[config.mk]
export PLATFORM = sky130hd
export DESIGN_NAME = sacd_queue
export DESIGN_NICKNAME = d
export VERILOG_FILES = /design/src/rtl/sacd_pkg.sv /design/src/rtl/sacd_queue.sv
export SDC_FILE = /design/constraint.sdc
export NUM_CORES = 1
export LEC_CHECK = 0
export BUFFER_PORTS_ARGS = -buffer_cell sky130_fd_sc_hd__clkbuf_2
export CAP_MARGIN = 5
export CELL_PAD_IN_SITES_DETAIL_PLACEMENT = 0
export CELL_PAD_IN_SITES_GLOBAL_PLACEMENT = 1
export CORE_MARGIN = 2
export CORE_UTILIZATION = 39
export DETAILED_ROUTE_END_ITERATION = 10
export GPL_TIMING_DRIVEN = 0
export PLACE_DENSITY = 0.72
export SETUP_SLACK_MARGIN = 0.2
export SYNTH_ARGS = -nofsm -noshare
export SYNTH_HDL_FRONTEND = slang
export SYNTH_SLANG_ARGS = --single-unit
[constraint.sdc]
create_clock -name aclk -period 1.9 [get_ports aclk]
set_input_delay 0.19 -clock aclk [delete_from_list [all_inputs] [get_ports aclk]]
set_output_delay 0.19 -clock aclk [all_outputs]
set_load 0.1 [all_outputs]
[src/rtl/sacd_pkg.sv]
// Shared constants and types of the set-associative LRU cache directory.
// No dependencies; every module of the directory imports this package.
package sacd_pkg;

    localparam int WORD_BYTES  = 4;
    localparam int ADDR_W      = 32;
    localparam int ID_W        = 8;
    localparam int SET_OUT_W   = 6;
    localparam int WAY_OUT_W   = 2;
    localparam int VICTIM_W    = 27;
    localparam int CNT_W       = 32;
    localparam int PEN_W       = 16;
    localparam int QUEUE_DEPTH = 2;

    localparam logic [PEN_W-1:0] PEN_RESET = 16'd10;

    typedef enum logic [2:0] {
        ST_CLEAR = 3'b001,
        ST_IDLE  = 3'b010,
        ST_EXEC  = 3'b100
    } back_state_t;

endpackage

[src/rtl/sacd_queue.sv]
// Short request queue between the front end and the directory back end.
// Register-based FIFO of QUEUE_DEPTH entries. Uses sacd_pkg.
module sacd_queue #(
    parameter int WIDTH = 35
) (
    input  logic             aclk,
    input  logic             aresetn,
    input  logic             in_valid,
    output logic             in_ready,
    input  logic [WIDTH-1:0] in_data,
    output logic             out_valid,
    input  logic             out_ready,
    output logic [WIDTH-1:0] out_data
);
    import sacd_pkg::*;

    localparam int PTR_W  = (QUEUE_DEPTH > 1) ? $clog2(QUEUE_DEPTH) : 1;
    localparam int QCNT_W = $clog2(QUEUE_DEPTH + 1);

    logic [WIDTH-1:0]  data_reg [QUEUE_DEPTH];
    logic [PTR_W-1:0]  wr_ptr_reg;
    logic [PTR_W-1:0]  rd_ptr_reg;
    logic [QCNT_W-1:0] count_reg;
    logic              push;
    logic              pop;

    assign in_ready  = count_reg != QCNT_W'(QUEUE_DEPTH);
    assign out_valid = count_reg != '0;
    assign out_data  = data_reg[rd_ptr_reg];
    assign push      = in_valid && in_ready;
    assign pop       = out_valid && out_ready;

    always_ff @(posedge aclk) begin
        if (!aresetn) begin
            wr_ptr_reg <= '0;
            rd_ptr_reg <= '0;
            count_reg  <= '0;
        end else begin
            if (push) begin
                wr_ptr_reg <= (wr_ptr_reg == PTR_W'(QUEUE_DEPTH - 1)) ? '0 : wr_ptr_reg + 1'b1;
            end
            if (pop) begin
                rd_ptr_reg <= (rd_ptr_reg == PTR_W'(QUEUE_DEPTH - 1)) ? '0 : rd_ptr_reg + 1'b1;
            end
            if (push && !pop) begin
                count_reg <= count_reg + 1'b1;
            end else if (pop && !push) begin
                count_reg <= count_reg - 1'b1;
            end
        end
    end

    always_ff @(posedge aclk) begin
        if (push) begin
            data_reg[wr_ptr_reg] <= in_data;
        end
    end

endmodule

==> results by group <==
Critical path
  • Critical path peak fanout: 5
  • Slowest CP cell: dfxtp_2
  • Crit. End Element: primary output
  • CP arrival: around 1.6 ns
  • R2R Path Start: count_reg[1]
  • CP Launch Type: flop
  • Kind of critical path: reg2out
  • CP required: 1.71 ns
  • R2r setup slk: 0.36 ns
  • Reg2reg end: count_reg[1]
  • Register-to-Register Path Depth: 5
  • Max incr delay on CP: around 0.33 ns
  • CP cell instances: buf_4 > buf_6 > buf_8 > mux2_4 > clkbuf_16
  • Crit path capture: out_data[10]

Timing
  • Worst Max-Slew Pin Slew: 0.541 ns
  • Layout Skew: 0.00967 ns
  • Final setup TNS: 0 ns
  • Unrepaired setup endpoints after global routing: yes
  • Final setup margin: 0.140 ns
  • Rel. slew slack: 0.641
  • Fin crit period: 1.76 ns
  • Hold violation count in the final report: 0
  • Slew Limit Fails: 0
  • Fin crit share: 0.926
  • Fmax: 0.568 GHz
  • Final setup viols: 0

CTS
  • # hold bufs at CTS: 0
  • H-tree Lvls: 3
  • Clock slew at reported path FFs: 0.08 ns
  • Cell at the root of the clock tree: clkbuf_8
  • CTS tree: yes
  • Total CTS buffers: 9
  • Clock sinks: 75
  • CTS Buffer Depth: 2
  • Worst-skew pair later-pin latency: 0.33 ns

Route
  • Wire per inst: about 17 um
  • Initial DRT Pass Iterations: 4
  • Vias: 1533
  • First DRT Iteration DRCs: between 60 and 70
  • Via-to-Cell Ratio: 4.59
  • Final WL: 5.60 mm
  • # DRC: 0
  • Routed Antenna Nets: 0

Placement
  • Dpl ws: 0.0169 ns
  • Placer Congestion: about 0.66
  • IO Port Bufs: 75
  • Dpl hpwl: 2.91 mm
  • Dpl cells: 304
  • Area post-placement: about 3300 um^2

Global routing
  • Initial antenna violation count: 0
  • Largest net degree at the start of global routing: 36
  • Grt ovf: 0
  • Global-route wire length before repair: 8.21 mm
  • Vias in the first global route: 1620
  • GRT Overall Usage: 0.147

Yosys
  • Dominant cells by area after synthesis: edfxtp_1 76%, mux2_2 14%, dfxtp_1 3.6%, and2_1 0.91%, buf_2 0.73%
  • Syn Nets: about 170
  • Ys flop type: edfxtp_1
  • Gate Count Post-Synth: 133
  • Mean Syn Cell Area: 20.7 um^2
  • Post-synth EDFFs: 70
  • Synth warn: 0
  • Sequential fraction of the synthesis area: 0.798
  • Mapped Area: 2760 um^2
  • Commonest cells in the synthesized netlist: 70 x edfxtp_1, 35 x mux2_2, 5 x dfxtp_1, 4 x and2_1, 4 x buf_2
  • Synth area leader: edfxtp_1
  • Yosys reg bits: 75
  • Yosys top cell area share: 0.762
  • Post-synthesis async set-or-reset flop share: 0
  • Synth unique cells: 19
  • Most frequent cell after synthesis: edfxtp_1

Final layout
  • FF+latch area: 2200 um^2
  • Share of cells above drive strength 1: 0.622
  • Fill count: 491
  • Diode count: 0
  • Area delta synth->final: 62.0%
  • Non-filler instance count after layout: 334
  • Max reg flops: 70
  • Finished Cell Area: ~4500 um^2
  • Area of the multi-input gates: 651 um^2
  • Nets: around 270

Power and ir drop
  • Overall power: 7.81 mW
  • Switching power total: 3.22 mW
  • Clock network power share: 0.164
  • Internal power: 4.59 mW
  • Pwr dens: 1750 nW/um^2
  • Sw Ratio: 0.413
  • Static leakage: 1.78 nW
  • Comb power frac: 0.560
  • Maximum vdd ir drop: approximately 1200 uV
  • Flop pwr share: 0.276

Die
  • Die area: 7760 um^2
  • # IOs: 76
  • Starting Density: 0.404
  • Row count: 30
  • Core ar.: 6830 um^2
  • Die X-Extent: 88.1 um
  • Die Y: ~90 um

Worst hold path
  • Hold Crit Class: in2reg
  • Hold Startpoint: in_data[13]

Run
  • Max Cap Violations: 0

Run status
  • Outcome: finished, final reports clean
## power by group through the flow
stage,clock (mW),combinational (mW),sequential (mW)
after floorplan,0,2.51,2.16
after global placement,0,2.89,2.17
after detailed placement,0,2.89,2.18
after CTS,1.31,4.22,2.15
after global routing,1.38,4.50,2.18
final,1.28,4.38,2.15
## routing by layer
layer	GRT usage	wire length [um]	vias up	part of all wire
li1	-	-	720	-
met1	0.173	2420	763	0.43
met2	0.258	2890	46	0.52
met3	0.0462	263	4	0.047
met4	0.0455	27	0	0.0048
met5	0	0	-	0
## area by class of cell
type                    count  area share
flip-flops and latches     75       0.493
repair buffers             88       0.270
multi-input cells          53       0.146
clock buffers              10      0.0286
well taps                  96      0.0269
clock inverters             6      0.0179
plain buffers               4      0.0146
inverters                   1     0.00168
repair inverters            1     0.00168
## cells in the final DEF, fill, tap and decap left out, drive strengths merged
cell type,instances
nand3b,1
buf,20
or2,1
and2,4
xnor2,2
xor2,1
edfxtp,70
a21bo,1
or3,1
ha,1
clkbuf,82
o21ai,2
clkinvlp,3
a21boi,2
mux2,35
nand2b,1
dfxtp,5
and3,1
clkinv,3
bufinv,2
## worst max-delay path, delay by kind of cell, from the launching register on
kind	cells	cell delay (ns)
multiplexers	1	0.31
buffers and inverters	4	0.59
flip-flops	1	0.33
## how the worst min path moves through the flow
stage                                  to  slack, ns  depth (start not counted)
after floorplan            data_reg[0][0]       0.29                          0
after global placement    data_reg[1][21]       0.38                          1
after detailed placement  data_reg[0][13]       0.38                          1
after CTS                 data_reg[0][24]       0.02                          1
after global routing      data_reg[1][13]       0.02                          1
final                     data_reg[0][13]       0.04                          1
## cell families (layout without fill, tap and decap cells)
logic type / after synthesis / count (layout) / synth area share
flops: 75 / 75 / 0.798
buf+inv: 5 / 110 / 0.00862
compound gates: 5 / 5 / 0.0127
simple gates: 9 / 9 / 0.0236
mux: 35 / 35 / 0.143
xor+xnor: 3 / 3 / 0.00953
fa+ha+maj: 1 / 1 / 0.00453
## through the flow
stage	hold slack, ns	utilization
global placement	0.379	0.477
CTS	0.0237	0.639
finish	0.0400	0.654
global route	0.0221	0.654
floorplan	0.289	-
detailed placement	0.384	0.477
## repair_timing
| item | 4_1_cts | 5_1_grt |
|---|---|---|
| setup buffers | 5 | 4 |
| gates resized for setup | 136 | 18 |
| gates cloned | 5 | 0 |
| endpoints found under the setup margin | 104 | 63 |
(Power assumes the default switching activity.)
