[src/rtl/sacd_pkg.sv]
// Shared constants and types of the set-associative LRU cache directory.
// No dependencies; every module of the directory imports this package.
package sacd_pkg;

    localparam int WORD_BYTES  = 4;
    localparam int ADDR_W      = 32;
    localparam int ID_W        = 8;
    localparam int SET_OUT_W   = 6;
    localparam int WAY_OUT_W   = 2;
    localparam int VICTIM_W    = 27;
    localparam int CNT_W       = 32;
    localparam int PEN_W       = 16;
    localparam int QUEUE_DEPTH = 2;

    localparam logic [PEN_W-1:0] PEN_RESET = 16'd10;

    typedef enum logic [2:0] {
        ST_CLEAR = 3'b001,
        ST_IDLE  = 3'b010,
        ST_EXEC  = 3'b100
    } back_state_t;

endpackage

[src/rtl/sacd_front.sv]
// Request front end: accepts requests and splits the byte address into set and tag.
// Two-stage pipeline; the set/tag split uses a reciprocal multiply. Uses sacd_pkg.
module sacd_front #(
    parameter int NUM_SETS = 64,
    parameter int OFF_BITS = 5,
    parameter int SET_W    = 6,
    parameter int TAG_W    = 21
) (
    input  logic                          aclk,
    input  logic                          aresetn,
    input  logic                          accept_en,
    input  logic                          s_valid,
    output logic                          s_ready,
    input  logic [sacd_pkg::ADDR_W-1:0]   s_address,
    input  logic [sacd_pkg::ID_W-1:0]     s_request_id,
    output logic                          q_valid,
    input  logic                          q_ready,
    output logic [sacd_pkg::ID_W-1:0]     q_id,
    output logic [SET_W-1:0]              q_set,
    output logic [TAG_W-1:0]              q_tag
);
    import sacd_pkg::*;

    localparam int LINE_W   = ADDR_W - OFF_BITS;
    localparam int SET_CEIL = $clog2(NUM_SETS);
    localparam int SHIFT    = LINE_W + SET_CEIL;
    localparam int PROD_W   = 2 * LINE_W + 1;
    localparam int QUOT_W   = PROD_W - SHIFT;
    // ceil(2^SHIFT / NUM_SETS): exact quotient for every LINE_W-bit line address
    localparam logic [63:0] RECIP =
        ((64'd1 << SHIFT) + 64'(NUM_SETS) - 64'd1) / 64'(NUM_SETS);

    logic                v1_reg;
    logic [ID_W-1:0]     id1_reg;
    logic [LINE_W-1:0]   line1_reg;
    logic [PROD_W-1:0]   prod1_reg;
    logic                v2_reg;
    logic [ID_W-1:0]     id2_reg;
    logic [SET_W-1:0]    set2_reg;
    logic [TAG_W-1:0]    tag2_reg;

    logic [LINE_W-1:0]   line;
    logic [PROD_W-1:0]   prod_next;
    logic [QUOT_W-1:0]   quot;
    logic [LINE_W-1:0]   rem;
    logic                take;
    logic                push;
    logic                adv1;
    logic                adv2;

    assign line      = s_address[ADDR_W-1:OFF_BITS];
    assign prod_next = PROD_W'(line) * PROD_W'(RECIP);
    assign quot      = prod1_reg[PROD_W-1:SHIFT];
    assign rem       = line1_reg - LINE_W'(LINE_W'(quot) * LINE_W'(NUM_SETS));

    assign push    = v2_reg && q_ready;
    assign adv2    = !v2_reg || push;
    assign adv1    = !v1_reg || adv2;
    assign s_ready = adv1 && accept_en;
    assign take    = s_valid && s_ready;

    always_ff @(posedge aclk) begin
        if (!aresetn) begin
            v1_reg <= 1'b0;
            v2_reg <= 1'b0;
        end else begin
            if (adv1) begin
                v1_reg <= take;
            end
            if (adv2) begin
                v2_reg <= v1_reg;
            end
        end
    end

    always_ff @(posedge aclk) begin
        if (adv1 && take) begin
            id1_reg   <= s_request_id;
            line1_reg <= line;
            prod1_reg <= prod_next;
        end
        if (adv2 && v1_reg) begin
            id2_reg  <= id1_reg;
            set2_reg <= SET_W'(rem);
            tag2_reg <= TAG_W'(quot);
        end
    end

    assign q_valid = v2_reg;
    assign q_id    = id2_reg;
    assign q_set   = set2_reg;
    assign q_tag   = tag2_reg;

endmodule

[config.mk]
export PLATFORM = sky130hd
export DESIGN_NAME = sacd_front
export DESIGN_NICKNAME = d
export VERILOG_FILES = /design/src/rtl/sacd_pkg.sv /design/src/rtl/sacd_front.sv
export SDC_FILE = /design/constraint.sdc
export NUM_CORES = 1
export LEC_CHECK = 0
export ABC_AREA = 0
export BUFFER_PORTS_ARGS = -buffer_cell sky130_fd_sc_hd__buf_2
export CORE_UTILIZATION = 47
export DETAILED_ROUTE_END_ITERATION = 7
export GPL_TIMING_DRIVEN = 1
export PLACE_DENSITY = 0.75
export RECOVER_POWER = 100
export SLEW_MARGIN = 30
export SYNTH_ARGS = -nofsm -noshare
export SYNTH_HDL_FRONTEND = slang
export SYNTH_SLANG_ARGS = --single-unit
[constraint.sdc]
create_clock -name aclk -period 3.5 [get_ports aclk]
set_input_delay 0.7 -clock aclk [delete_from_list [all_inputs] [get_ports aclk]]
set_output_delay 0.7 -clock aclk [all_outputs]
set_load 0.005 [all_outputs]
==> impl_metrics.csv <==
group,metric,value,unit
status,status,"complete, but fails checks",
status,violations,"max-capacitance violations, max-slew violations",
synth,synth_nets,125,
detailed_routing,drt-pass1-iter-count,3,
cells_and_area,final_common_cell,"edfxtp_1",
floorplan,core_area,4414,sq um
clock_network,cts_hold_buf,0,
sta,hold_viol_final,0,
power_and_ir_drop,power.density,611.6,nW/um^2
cells_and_area,largest_reg_flops,27,
synth,syn-cell-area,2195,sq um
detailed_routing,wl_per_cell,14.99,um
detailed_routing,drc,0,
grt,grtUsageTotal,14.76,%
cells_and_area,syn_to_final_growth,29.59,%
sta,fin_skew,0.01025,ns
floorplan,fp-row-count,24,
critical_path,critPathRequiredTime,3.52,ns
sta,fmax,419.0,MHz
clock_network,cts.sink_count,72,
synth,synth_top_area_cell,"edfxtp_1",
power_and_ir_drop,peakVddDrop,280.5,uV
flow_run,cap_viol_max_count,1,
sta,period_share,68.18,%
synth,synthTopCellsByArea,"edfxtp_1 (96%), dfxtp_1 (1.8%), nor2b_2 (0.40%)",
floorplan,die-area,4946,sq um
critical_path,crit_path_end_kind,"flip-flop",
floorplan,ioPinCount,82,
place,dp.cells,209,
synth,synth.ff_latch_count,72,
critical_path,crit_arrival,2.41,ns
clock_network,worstSkewPairLatency,0.34,ns
sta,slew-limit-headroom,-11.38,%
sta,whs,0.4205,ns
sta,setup_viol,0,
clock_network,cts_made_buffers,9,
place,dpl_cell_area,2666,sq um
power_and_ir_drop,p_leak,1.050,nW
synth,syn_avg_cell_area,27.43,sq um
place,gp_congestion,0.6740,
cells_and_area,final.fill_count,318,
place,io_buffers,76,
clock_network,cts_resized,0,
detailed_routing,vias_per_cell,4.676,
synth,synth.distinct_cells,10,
hold_path,hold_path.class,"flip-flop to flip-flop",
clock_network,clk_pin_slew,0.07,ns
detailed_routing,wirelength,3372,um
grt,grt_max_degree,36,
floorplan,die_y,70.33,um
sta,max_slew.worst_pin.slew,1.663,ns
synth,syn_inst,80,
synth,synth_top_area_share,95.78,%
clock_network,clockBufferDepth,2,
place,hpwlAfterDp,2364,um
sta,setup_tns,0,ns
cells_and_area,mostFrequentLayoutCells,"edfxtp_1 (70), buf_2 (58), clkbuf_1 (16), clkbuf_8 (9)",
cells_and_area,regArea,2142,sq um
synth,seq_area_frac_synth,97.61,%
cells_and_area,multi_input_area,52.55,sq um
clock_network,cts_htree_levels,3,
cells_and_area,final_nets,213,
synth,yosys_warnings,0,
detailed_routing,antenna_left,0,
cells_and_area,drive_gt1_share,43.93,%
clock_network,postCtsSetupBuffers,0,
grt,antenna_found_initial,0,
clock_network,cts-root-buf,"clkbuf_8",
clock_network,cts_tree,"built",
detailed_routing,vias,1052,
critical_path,path_class,"input port to flip-flop",
sta,min_period,2.386,ns
grt,grt_pass1_vias,1093,
floorplan,fp.dieW,70.33,um
grt,grt_pass1_wl,5064,um
power_and_ir_drop,total_power,1.739,mW
sta,drv_slew,36,
cells_and_area,n_antenna_cell,0,
detailed_routing,first_iter_violations,70,
critical_path,critPathLaunchType,"input port",
grt,grt.overflow.total,0,
cells_and_area,instances_no_fill,225,
sta,rsz0062_at_grt,"false",
cells_and_area,final_area,2844,sq um
critical_path,cp_max_fo,20,
floorplan,initial_core_util,49.72,%
worst max-delay path, cell delays in order:
cell     delay, ns
buf_2         0.09
nor2b_1       0.06
a21oi_1       1.10
buf_4         0.45
layout make-up:
cell class                      instances  share of cell area [%]
Sequential cell                        72                   75.32
Timing Repair Buffer                   77                   12.85
Clock buffer                            9                   4.355
Clock inverter                          7                   3.344
Tap cell                               52                   2.288
Multi-Input combinational cell          8                   1.848
per-layer routing:
metal	up-vias	share of wire [%]	GRT usage, %	wire length (um)
met4	0	3.1	10.67	106
met3	12	7.7	5.628	259
met5	-	0	0	0
li1	494	-	-	-
met2	56	54	25.19	1831
met1	490	35	14.39	1173
cell usage after synthesis:
master / instances
edfxtp_1: 70
a21oi_1: 1
a21boi_1: 1
nor2b_1: 1
and2_1: 1
dfxtp_1: 2
nand3b_1: 1
o21a_1: 1
nand2_1: 1
nor2b_2: 1
worst paths after layout:
kind                            end  slack, ns  depth (start not counted)                    start
min reg2reg     q_tag[18]$_DFFE_PP_       0.42                          0  line1_reg[24]$_DFFE_PP_
max          line1_reg[3]$_DFFE_PP_       1.11                          4                  q_ready
min             q_tag[18]$_DFFE_PP_       0.42                          0  line1_reg[24]$_DFFE_PP_
max reg2reg  line1_reg[3]$_DFFE_PP_       1.14                          3     q_valid$_SDFFE_PN0P_
kinds of logic (layout without fill, tap and decap cells):
family	Yosys count	count (layout)	synth area share, %
buf+inv	0	93	0
flops	72	72	97.61
simple gates	5	5	1.483
compound gates	3	3	0.9122
power by group:
part           switching (mW)  internal [mW]  leakage [nW]
combinational          0.0265         0.0233         0.274
clock                   0.300          0.402         0.110
sequential            0.00765          0.980         0.666
total                   0.334           1.40          1.05
metrics by stage:
step           setup WS [ns]  util [%]
4_1_cts                1.540     65.36
5_1_grt               0.8533     64.43
3_3_place_gp           1.515     60.40
6_report               1.114     64.43
3_5_place_dp           1.449     60.40
2_1_floorplan         0.5683         -
(Power assumes the default switching activity.)
